### src/sv/sfdl_pkg.sv
// Shared widths, types and constants of the stereo fractional delay line.
package sfdl_pkg;

  localparam int unsigned STORE_DEPTH   = 4096;
  localparam int unsigned SAMPLE_BITS   = 24;
  localparam int unsigned FRACTION_BITS = 16;
  localparam int unsigned ADDR_BITS     = $clog2(STORE_DEPTH);
  localparam int unsigned LEN_BITS      = ADDR_BITS + 1;
  localparam int unsigned DELAY_BITS    = ADDR_BITS + FRACTION_BITS;
  localparam int unsigned PROD_BITS     = SAMPLE_BITS + FRACTION_BITS + 2;
  localparam int unsigned MIN_RING      = 3;
  localparam int unsigned GUARD_FRAMES  = 2;

  typedef logic signed [SAMPLE_BITS-1:0] sample_t;
  typedef logic signed [SAMPLE_BITS:0]   diff_t;
  typedef logic signed [PROD_BITS-1:0]   prod_t;
  typedef logic [FRACTION_BITS-1:0]      frac_t;
  typedef logic [ADDR_BITS-1:0]          addr_t;
  typedef logic [LEN_BITS-1:0]           len_t;
  typedef logic [DELAY_BITS-1:0]         delay_t;

  typedef struct packed {
    sample_t left;
    sample_t right;
  } frame_t;

  localparam len_t  RING_MIN   = len_t'(MIN_RING);
  localparam len_t  RING_MAX   = len_t'(STORE_DEPTH);
  localparam len_t  GUARD      = len_t'(GUARD_FRAMES);
  localparam addr_t SPAN_MAX   = addr_t'(STORE_DEPTH - GUARD_FRAMES);
  localparam prod_t ROUND_HALF = prod_t'(64'd1 << (FRACTION_BITS - 1));

endpackage

### src/sv/sfdl_blend.sv
// One channel of linear interpolation: difference, multiply with rounding, add.
module sfdl_blend (
  input  logic                clk,
  input  logic                en,
  input  sfdl_pkg::sample_t   a_i,
  input  sfdl_pkg::sample_t   b_i,
  input  sfdl_pkg::frac_t     frac_i,
  output sfdl_pkg::sample_t   y_o
);

  sfdl_pkg::sample_t a1_r;
  sfdl_pkg::diff_t   d1_r;
  sfdl_pkg::frac_t   f1_r;
  sfdl_pkg::sample_t a2_r;
  sfdl_pkg::prod_t   p2_r;
  sfdl_pkg::prod_t   step;
  sfdl_pkg::prod_t   total;

  always_ff @(posedge clk) begin
    if (en) begin
      a1_r <= a_i;
      d1_r <= sfdl_pkg::diff_t'(b_i) - sfdl_pkg::diff_t'(a_i);
      f1_r <= frac_i;
      a2_r <= a1_r;
      p2_r <= sfdl_pkg::prod_t'(d1_r) * sfdl_pkg::prod_t'({1'b0, f1_r})
              + sfdl_pkg::ROUND_HALF;
    end
  end

  // floor shift; result lies between a and b so it fits the sample width
  always_comb begin
    step  = p2_r >>> sfdl_pkg::FRACTION_BITS;
    total = sfdl_pkg::prod_t'(a2_r) + step;
    y_o   = total[sfdl_pkg::SAMPLE_BITS-1:0];
  end

endmodule

### config.mk
export PLATFORM = sky130hd
export DESIGN_NAME = sfdl_blend
export DESIGN_NICKNAME = d
export VERILOG_FILES = /design/src/sv/sfdl_pkg.sv /design/src/sv/sfdl_blend.sv
export SDC_FILE = /design/constraint.sdc
export NUM_CORES = 1
export LEC_CHECK = 0
export BUFFER_PORTS_ARGS = -buffer_cell sky130_fd_sc_hd__buf_2
export CELL_PAD_IN_SITES_DETAIL_PLACEMENT = 1
export CELL_PAD_IN_SITES_GLOBAL_PLACEMENT = 1
export CORE_AREA = 2 2 301 154
export CTS_CLUSTER_SIZE = 40
export DETAILED_ROUTE_END_ITERATION = 10
export DIE_AREA = 0 0 303 156
export GPL_TIMING_DRIVEN = 0
export PLACE_DENSITY_LB_ADDON = 0.1
export SLEW_MARGIN = 30
export SYNTH_ARGS = -nofsm -noshare
export SYNTH_HDL_FRONTEND = slang
export SYNTH_SLANG_ARGS = --single-unit
### constraint.sdc
create_clock -name clk -period 12.3 [get_ports clk]
set_clock_uncertainty 0.05 [all_clocks]
set_input_delay 0.615 -clock clk [delete_from_list [all_inputs] [get_ports clk]]
set_output_delay 0.615 -clock clk [all_outputs]
set_load 0.01 [all_outputs]
==> flow_metrics.env <==
export IMPL_slew_viol_final=0
export IMPL_wire_per_inst_um=22.3
export IMPL_required_ns=12.42
export IMPL_drt_total_wl_um=61800
export IMPL_syn_area_um2=19900
export IMPL_cts_tree="done"
export IMPL_synth_flop_cell="edfxtp_1"
export IMPL_cts_sinks=113
export IMPL_path_cells="clkbuf_1 > nand2_1 > fa_1 > inv_1 > fa_1 > fa_1 > fa_1 > fa_1 > inv_1 > fa_1 > inv_1 > ha_1 > a21oi_1 > nand2_1 > a221oi_1 > o31ai_2 > a21oi_2 > and2b_1 > o21a_1 > nor2_1 > xnor2_1"
export IMPL_netlist_area_leader_share_pct=38.2
export IMPL_grtUsageTotal_pct=28.1
export IMPL_n_antenna_cell=0
export IMPL_synth_top_family_by_area="adder cells"
export IMPL_synth_fa_ha_area_share_pct=48.4
export IMPL_synth_seq_area_share_pct=17.0
export IMPL_cts_hold_buf=0
export IMPL_fin_crit_sh_pct=63.9
export IMPL_cpPeakStageDelay_ns=0.75
export IMPL_cts_buffers=17
export IMPL_synth_common_cells="inv_1, fa_1, and2_1, nand2_1, ha_1"
export IMPL_die_w_um=303
export IMPL_final_nets=2767
export IMPL_syn_to_final_growth_pct=9.10
export IMPL_synth_seq_cells=113
export IMPL_htree_levels=4
export IMPL_fillCellCount=5100
export IMPL_worstPathArrival_ns=7.98
export IMPL_root_buffer="clkbuf_16"
export IMPL_critPathSlowestCell="edfxtp_1"
export IMPL_grt_pass1_wl_um=96200
export IMPL_yosysMostFrequentCell="inv_1"
export IMPL_status="finished, final reports clean"
export IMPL_yosys_warnings=0
export IMPL_vias=14300
export IMPL_muxShareOfSynthArea_pct=0
export IMPL_rrSetupSlack_ns=4.44
export IMPL_first_pass_iters=7
export IMPL_max_freq_mhz=127
export IMPL_grt_max_degree=70
export IMPL_synth_xor_xnor_area_share_pct=3.25
export IMPL_path_common_cell="fa_1"
export IMPL_hold_class="primary input to flop"
export IMPL_rsz0062_at_grt="false"
export IMPL_drv_cap=0
export IMPL_post_cts_buffers=0
export IMPL_dpl_cell_area_um2=21200
export IMPL_synthArstFlopShare_pct=0
export IMPL_path_class="flop to flop"
export IMPL_start_util_pct=44.6
export IMPL_drtAntennaViolNets=0
export IMPL_relSlewSlack_pct=46.1
export IMPL_setup_viol_count_final=0
export IMPL_rows=55
export IMPL_ios=90
export IMPL_endpoint_kind="flop"
export IMPL_cts_buffer_depth=2
export IMPL_grt_pass1_vias=15800
export IMPL_synth_cell_types=59
export IMPL_period_needed_ns=7.86
export IMPL_synth_edff_count=113
export IMPL_dieArea_um2=47300
export IMPL_clk_latency_ns=0.48
export IMPL_finalSetupTns_ns=0
export IMPL_synthSimpleGateAreaFrac_pct=14.3
export IMPL_dpl_hpwl_um=52600
export IMPL_postSynthAreaPerCell_um2=9.73
export IMPL_cts_resized=0
export IMPL_core_area_um2=44700
export IMPL_worst_pin_slew_ns=0.808
export IMPL_clk_pin_slew_worst_paths_ns=0.10
export IMPL_die_h_um=156
export IMPL_syn_inst=2049
export IMPL_netlist_top_cells_area="fa_1, edfxtp_1, inv_1"
export IMPL_mappedNetlistNets=2658
export IMPL_postLayoutCellArea_um2=21700
export IMPL_yosysTopAreaCell="fa_1"
export IMPL_crit_family="adder cells"
export IMPL_portBuffers=89
export IMPL_antenna_found_initial=3
export IMPL_start_kind="flop"
export IMPL_synth_compound_area_share_pct=5.57
export IMPL_vias_per_cell=5.17
export IMPL_drc_errors=0
export IMPL_drive_above_1_share_pct=6.31
export IMPL_initialDrtViolationCount=943
export IMPL_overflow=0
export IMPL_crit_fanout=10
export IMPL_timing_final_hold_violations=0
export IMPL_routabilityCongestion=0.918
export IMPL_crit_buf_inv=4
## flip-flops by register name (all words and copies together), names as in the netlist
| name | count |
|---|---|
| d1_r | 25 |
| a1_r | 24 |
| a2_r | 24 |
| p2_r | 24 |
| f1_r | 16 |
## layout make-up
cell class | count | area (µm²) | share of cell area [%]
tap | 598 | 748 | 3.44
timing repair buffer | 90 | 483 | 2.22
inverter | 546 | 2050 | 9.43
clock inverter | 15 | 156 | 0.719
sequential | 113 | 3390 | 15.6
multi-input combinational | 1329 | 14300 | 65.6
clock buffer | 17 | 425 | 1.96
buffer | 61 | 229 | 1.05
## placed cells by master (no fill, tap or decap), types with 3 or more instances in the layout
cell and count:
clkinvlp_4 4, o21ai_0 27, and3_1 4, edfxtp_1 113, and2_1 243, a21boi_1 3, a21oi_1 44, nor3_1 14
a31oi_1 4, o21a_1 12, o21bai_1 7, xor2_1 17, ha_1 163, nor2b_1 7, buf_2 88, clkbuf_16 17
nand4_1 4, nor2_1 50, a211o_1 3, o21ai_1 5, or2_2 3, nand2_1 187, clkbuf_1 61, inv_1 546
or4_1 3, inv_6 5, xnor2_1 57, nand3_1 17, a21o_1 24, or3_1 4, nand2b_1 8, fa_1 380
## cells by family after synthesis
family | after synthesis
and+or+nand+nor | 553
adders and majority gates | 543
buffers and inverters | 607
xor gates and xnor gates | 74
AOI/OAI and AO/OA | 159
DFF | 113
## worst paths after layout
check	startpoint	end	cells after the start
max	f1_r[8]$_DFFE_PP_	p2_r[32]$_DFFE_PP_	21
min	frac_i[13]	f1_r[13]$_DFFE_PP_	1
max reg2reg	f1_r[8]$_DFFE_PP_	p2_r[32]$_DFFE_PP_	21
min reg2reg	a1_r[23]$_DFFE_PP_	a2_r[23]$_DFFE_PP_	0
## stage by stage
step | hold WS [ns] | std cells | utilization [%] | setup WS [ns]
2_1_floorplan | 0.350 | 2049 | - | 6.08
3_3_place_gp | 0.350 | 2736 | 47.3 | 4.69
3_5_place_dp | 0.356 | 2737 | 47.4 | 4.56
4_1_cts | 0.232 | 2769 | 48.7 | 4.47
5_1_grt | 0.245 | 2769 | 48.7 | 4.17
6_report | 0.265 | 2769 | 48.7 | 4.44
## routing by layer
metal | global-route usage, % | vias up | share of wire, %
li1 | - | 6345 | -
met1 | 43.9 | 7430 | 50
met2 | 35.7 | 517 | 37
met3 | 11.5 | 33 | 12
met4 | 4.32 | 2 | 0.72
met5 | 1.04 | - | 0.11
Power is left out: the tool's default activity adds up to more than one toggle a clock period on the data nets, which glitch-free logic cannot reach.
