## config.mk

```make
export PLATFORM = sky130hd
export DESIGN_NAME = sfdl_outq_flat
export DESIGN_NICKNAME = d
export VERILOG_FILES = /design/src/sv/sfdl_pkg.sv /design/src/sv/sfdl_if.sv /design/src/sv/sfdl_outq.sv /design/src/flat_wrapper.sv
export SDC_FILE = /design/constraint.sdc
export NUM_CORES = 1
export LEC_CHECK = 0
export ABC_CLOCK_PERIOD_IN_PS = 10100
export BUFFER_PORTS_ARGS = -buffer_cell sky130_fd_sc_hd__buf_4
export CORE_MARGIN = 2
export CORE_UTILIZATION = 40
export CTS_CLUSTER_DIAMETER = 150
export DETAILED_ROUTE_END_ITERATION = 8
export PLACE_DENSITY_LB_ADDON = 0.05
export SLEW_MARGIN = 20
export SYNTH_ARGS = -nofsm -noshare
export SYNTH_HDL_FRONTEND = slang
export SYNTH_SLANG_ARGS = --single-unit
```

## constraint.sdc

```tcl
create_clock -name clk -period 10.1 [get_ports clk]
set_input_delay 2.02 -clock clk [delete_from_list [all_inputs] [get_ports clk]]
set_output_delay 2.02 -clock clk [all_outputs]
set_load 0.02 [all_outputs]
```

## src/sv/sfdl_pkg.sv

```systemverilog
// Shared widths, types and constants of the stereo fractional delay line.
package sfdl_pkg;

  localparam int unsigned STORE_DEPTH   = 4096;
  localparam int unsigned SAMPLE_BITS   = 24;
  localparam int unsigned FRACTION_BITS = 16;
  localparam int unsigned ADDR_BITS     = $clog2(STORE_DEPTH);
  localparam int unsigned LEN_BITS      = ADDR_BITS + 1;
  localparam int unsigned DELAY_BITS    = ADDR_BITS + FRACTION_BITS;
  localparam int unsigned PROD_BITS     = SAMPLE_BITS + FRACTION_BITS + 2;
  localparam int unsigned MIN_RING      = 3;
  localparam int unsigned GUARD_FRAMES  = 2;

  typedef logic signed [SAMPLE_BITS-1:0] sample_t;
  typedef logic signed [SAMPLE_BITS:0]   diff_t;
  typedef logic signed [PROD_BITS-1:0]   prod_t;
  typedef logic [FRACTION_BITS-1:0]      frac_t;
  typedef logic [ADDR_BITS-1:0]          addr_t;
  typedef logic [LEN_BITS-1:0]           len_t;
  typedef logic [DELAY_BITS-1:0]         delay_t;

  typedef struct packed {
    sample_t left;
    sample_t right;
  } frame_t;

  localparam len_t  RING_MIN   = len_t'(MIN_RING);
  localparam len_t  RING_MAX   = len_t'(STORE_DEPTH);
  localparam len_t  GUARD      = len_t'(GUARD_FRAMES);
  localparam addr_t SPAN_MAX   = addr_t'(STORE_DEPTH - GUARD_FRAMES);
  localparam prod_t ROUND_HALF = prod_t'(64'd1 << (FRACTION_BITS - 1));

endpackage

```

## src/sv/sfdl_if.sv

```systemverilog


interface sfdl_out_if;
  logic                     valid;
  logic                     ready;
  sfdl_pkg::sample_t        left_out;
  sfdl_pkg::sample_t        right_out;

  modport source (output valid, output left_out, output right_out, input ready);
  modport sink   (input valid, input left_out, input right_out, output ready);
endinterface

```

## src/sv/sfdl_outq.sv

```systemverilog
// Two-entry output buffer (main register plus skid) driving the result channel.
module sfdl_outq (
  input  logic                clk,
  input  logic                rst_n,
  input  logic                push_i,
  input  sfdl_pkg::frame_t    data_i,
  output logic                ready_o,
  sfdl_out_if.source          out_ch
);

  logic             main_v_r;
  logic             skid_v_r;
  sfdl_pkg::frame_t main_d_r;
  sfdl_pkg::frame_t skid_d_r;
  logic             take;

  assign take = !main_v_r || out_ch.ready;

  always_ff @(posedge clk) begin
    if (!rst_n) begin
      main_v_r <= 1'b0;
      skid_v_r <= 1'b0;
    end else if (take) begin
      main_v_r <= skid_v_r || push_i;
      skid_v_r <= 1'b0;
    end else if (push_i) begin
      skid_v_r <= 1'b1;
    end
  end

  always_ff @(posedge clk) begin
    if (take) begin
      main_d_r <= skid_v_r ? skid_d_r : data_i;
    end
    if (!take && push_i) begin
      skid_d_r <= data_i;
    end
  end

  assign ready_o          = !skid_v_r;
  assign out_ch.valid     = main_v_r;
  assign out_ch.left_out  = main_d_r.left;
  assign out_ch.right_out = main_d_r.right;

endmodule

```

## src/flat_wrapper.sv

```systemverilog
// flat-port wrapper written by rule: the top's interface ports become plain ports
module sfdl_outq_flat 
  (clk, rst_n, push_i, data_i, ready_o, out_ch_valid, out_ch_left_out, out_ch_right_out, out_ch_ready);
  sfdl_out_if out_ch_i ();
  input  logic clk;
  input  logic rst_n;
  input  logic push_i;
  input  sfdl_pkg::frame_t data_i;
  output logic ready_o;
  output wire logic [$bits(out_ch_i.valid)-1:0] out_ch_valid;
  output wire logic [$bits(out_ch_i.left_out)-1:0] out_ch_left_out;
  output wire logic [$bits(out_ch_i.right_out)-1:0] out_ch_right_out;
  input wire logic [$bits(out_ch_i.ready)-1:0] out_ch_ready;
  assign out_ch_valid = out_ch_i.valid;
  assign out_ch_left_out = out_ch_i.left_out;
  assign out_ch_right_out = out_ch_i.right_out;
  assign out_ch_i.ready = out_ch_ready;
  sfdl_outq u_core (.clk(clk), .rst_n(rst_n), .push_i(push_i), .data_i(data_i), .ready_o(ready_o), .out_ch(out_ch_i));
endmodule
```

==> out/qor.yml <==
outcome:
  status: "finished, final reports clean"
worst_hold_path:
  min_path_type: "flip-flop to flip-flop"
  hold_end: "u_core.out_ch.left_out[14]"
  hold_start: "u_core.skid_d_r[38]"
  hold_depth: 1
critical_path:
  r2r-end: "u_core.skid_d_r[2]"
  r2r-start: "u_core.out_ch.valid"
  cp-end-kind: "output pin"
  worst-setup-path-type: "flip-flop to output pin"
  cp_slowest_cell: "dfxtp_4"
  worst_ep_arrival_time_ns: 1.63
  r2r_slack_ns: 8.23
  slowest_delay_ns: 0.97
  worstSetupStartpointType: "flip-flop"
  cp_data_required_time_ns: 8.08
  cp_max_fo: 50
  path_cells: "inv_1 > buf_4"
  rr_worst_depth: 4
global_route:
  grt_pass1_wl_mm: 8.94
  grt_max_degree: 52
  grt_usage_pct: 12.0
  antenna_found_initial: 0
  grt_pass1_vias: 1702
  grt_overflow: 0
synthesis:
  yosysSeqAreaShare_pct: 76.9
  syn_inst: 159
  synth_nets: 211
  synth_area_sq_um: 3800
  synth_cell_type_count: 11
  yosysWarningCount: 0
  ys_ff_latch: 98
  synth.avg_cell_area_sq_um: 23.9
clocking:
  htree_levels: 3
  cts_setup_buffers: 0
  clk_pin_slew_worst_paths_ns: 0.08
  clockBufferDepth: 2
  cts_tree: "yes"
  hold_buffers: 0
  numCtsBuffers: 9
  post_cts_resized: 0
  clk_latency_ns: 0.34
  ctsRootBufferMaster: "clkbuf_8"
  cts_sinks: 98
finish:
  nNetsFinal: 319
  area_growth_pct: 26.9
  fillers: 739
  antenna_cells: 0
  mostFrequentLayoutCells: "103 x buf_4, 96 x edfxtp_1, 48 x mux2_4"
  final_common_cell: "buf_4"
  drive_gt1_share_pct: 62.4
timing:
  max_freq_mhz: 274
  slew_headroom_pct: 37.2
  min_period_ns: 3.65
  setup_tns_ns: 0
  skew_ns: 0.00961
  worstMarginPinSlew_ns: 0.942
  drv_slew: 0
  setup_viol: 0
  finalHoldViolCount: 0
  setup_slack_ns: 6.45
  rsz0062_at_grt: "no"
  period_share_pct: 36.2
  holdWs_ns: 0.551
placement:
  place_congestion: 0.652
  pre_cts_ws_ns: 6.35
  portBuffers: 101
  hpwl_mm: 3.74
die:
  initial_utilization_pct: 41.1
  rows: 35
  die_area_sq_um: 10300
  core_sq_um: 9240
  die_h_um: 101
  io_pins: 102
  die_w_um: 101
detailed_routing:
  detail_route.vias_per_cell: 4.37
  drc_errors: 0
  post_drt_wl_per_cell_um: 14.7
  first_pass_iters: 4
  wirelength_mm: 5.87
  first_iter_violations: 35
  drtAntennaViolNets: 0
  vias: 1747
flow_run:
  drv_cap: 0
power:
  ir_worst_vdd_mv: 0.0903
  powerDensity_nw_per_um2: 167
  leakage_nw: 1.88
## area by class of cell
| type | instances | area, sq um | share of cell area [%] |
|---|---|---|---|
| clock inverter | 5 | 56.3 | 1.17 |
| tap | 129 | 161 | 3.35 |
| multi-input combinational | 53 | 767 | 15.9 |
| timing repair buffer | 103 | 773 | 16.0 |
| sequential | 98 | 2930 | 60.7 |
| clock buffer | 10 | 128 | 2.65 |
| inverter | 2 | 7.51 | 0.156 |
## where the power goes
group / internal (mW) / leakage (nW) / switching [mW]
registers: 0.469 / 0.951 / 0.00794
clock network: 0.112 / 0.0820 / 0.126
logic: 0.0476 / 0.842 / 0.0398
## worst max-delay path, delay by kind of cell, from the launching register on
family   cells  cell delay (ns)
buf+inv      2             0.28
flops        1             0.97
## flip-flops by register name, summed over array words and instances (netlist names)
register	cells
u_core.out_ch.left_out	24
u_core.skid_v_r	1
u_core.out_ch.valid	1
u_core.skid_d_r	48
u_core.out_ch.right_out	24
## metal layers
metal | track usage [%] | up-vias | share of wire [%]
li1 | - | 837 | -
met1 | 15.2 | 842 | 44
met2 | 18.4 | 61 | 48
met3 | 4.07 | 7 | 6.9
met4 | 5.93 | 0 | 1.1
met5 | 0 | - | 0
## stage by stage
stage	power, mW	cell area, sq um	util [%]	instances
final	0.803	4820	52.2	400
after global placement	0.575	4640	50.2	385
after CTS	0.814	4820	52.2	400
after detailed placement	0.575	4640	50.2	385
after floorplan	0.531	3800	-	159
after global routing	0.836	4820	52.2	400
## cell usage after synthesis, drive strengths merged
| cell type | number | area share (%) |
|---|---|---|
| a21boi | 1 | 0.20 |
| buf | 6 | 2.9 |
| dfxtp | 2 | 1.1 |
| edfxtp | 96 | 76 |
| inv | 2 | 0.20 |
| mux2 | 48 | 19 |
| nand2b | 1 | 0.16 |
| nor2 | 2 | 0.26 |
| nor3b | 1 | 0.33 |
## cells by family (layout without fill, tap and decap cells)
| family | Yosys count | count (layout) | share of synthesized area (%) |
|---|---|---|---|
| AO/OA/AOI/OAI | 1 | 1 | 0.198 |
| buffers and inverters | 8 | 120 | 3.13 |
| flip-flops | 98 | 98 | 76.9 |
| multiplexers | 48 | 48 | 19.0 |
| AND/OR/NAND/NOR | 4 | 4 | 0.758 |
## worst max path at each step
| stage | startpoint | endpoint | slack [ns] |
|---|---|---|---|
| 3_5_place_dp | out_ch_ready | u_core.skid_d_r[35] | 6.35 |
| 4_1_cts | u_core.skid_v_r | ready_o | 6.40 |
| 3_3_place_gp | out_ch_ready | u_core.skid_d_r[30] | 6.34 |
| 2_1_floorplan | out_ch_ready | u_core.skid_d_r[0] | 4.24 |
| 6_report | u_core.skid_v_r | ready_o | 6.45 |
| 5_1_grt | u_core.skid_v_r | ready_o | 6.32 |
Note: power is estimated with default switching activity, not from simulation.
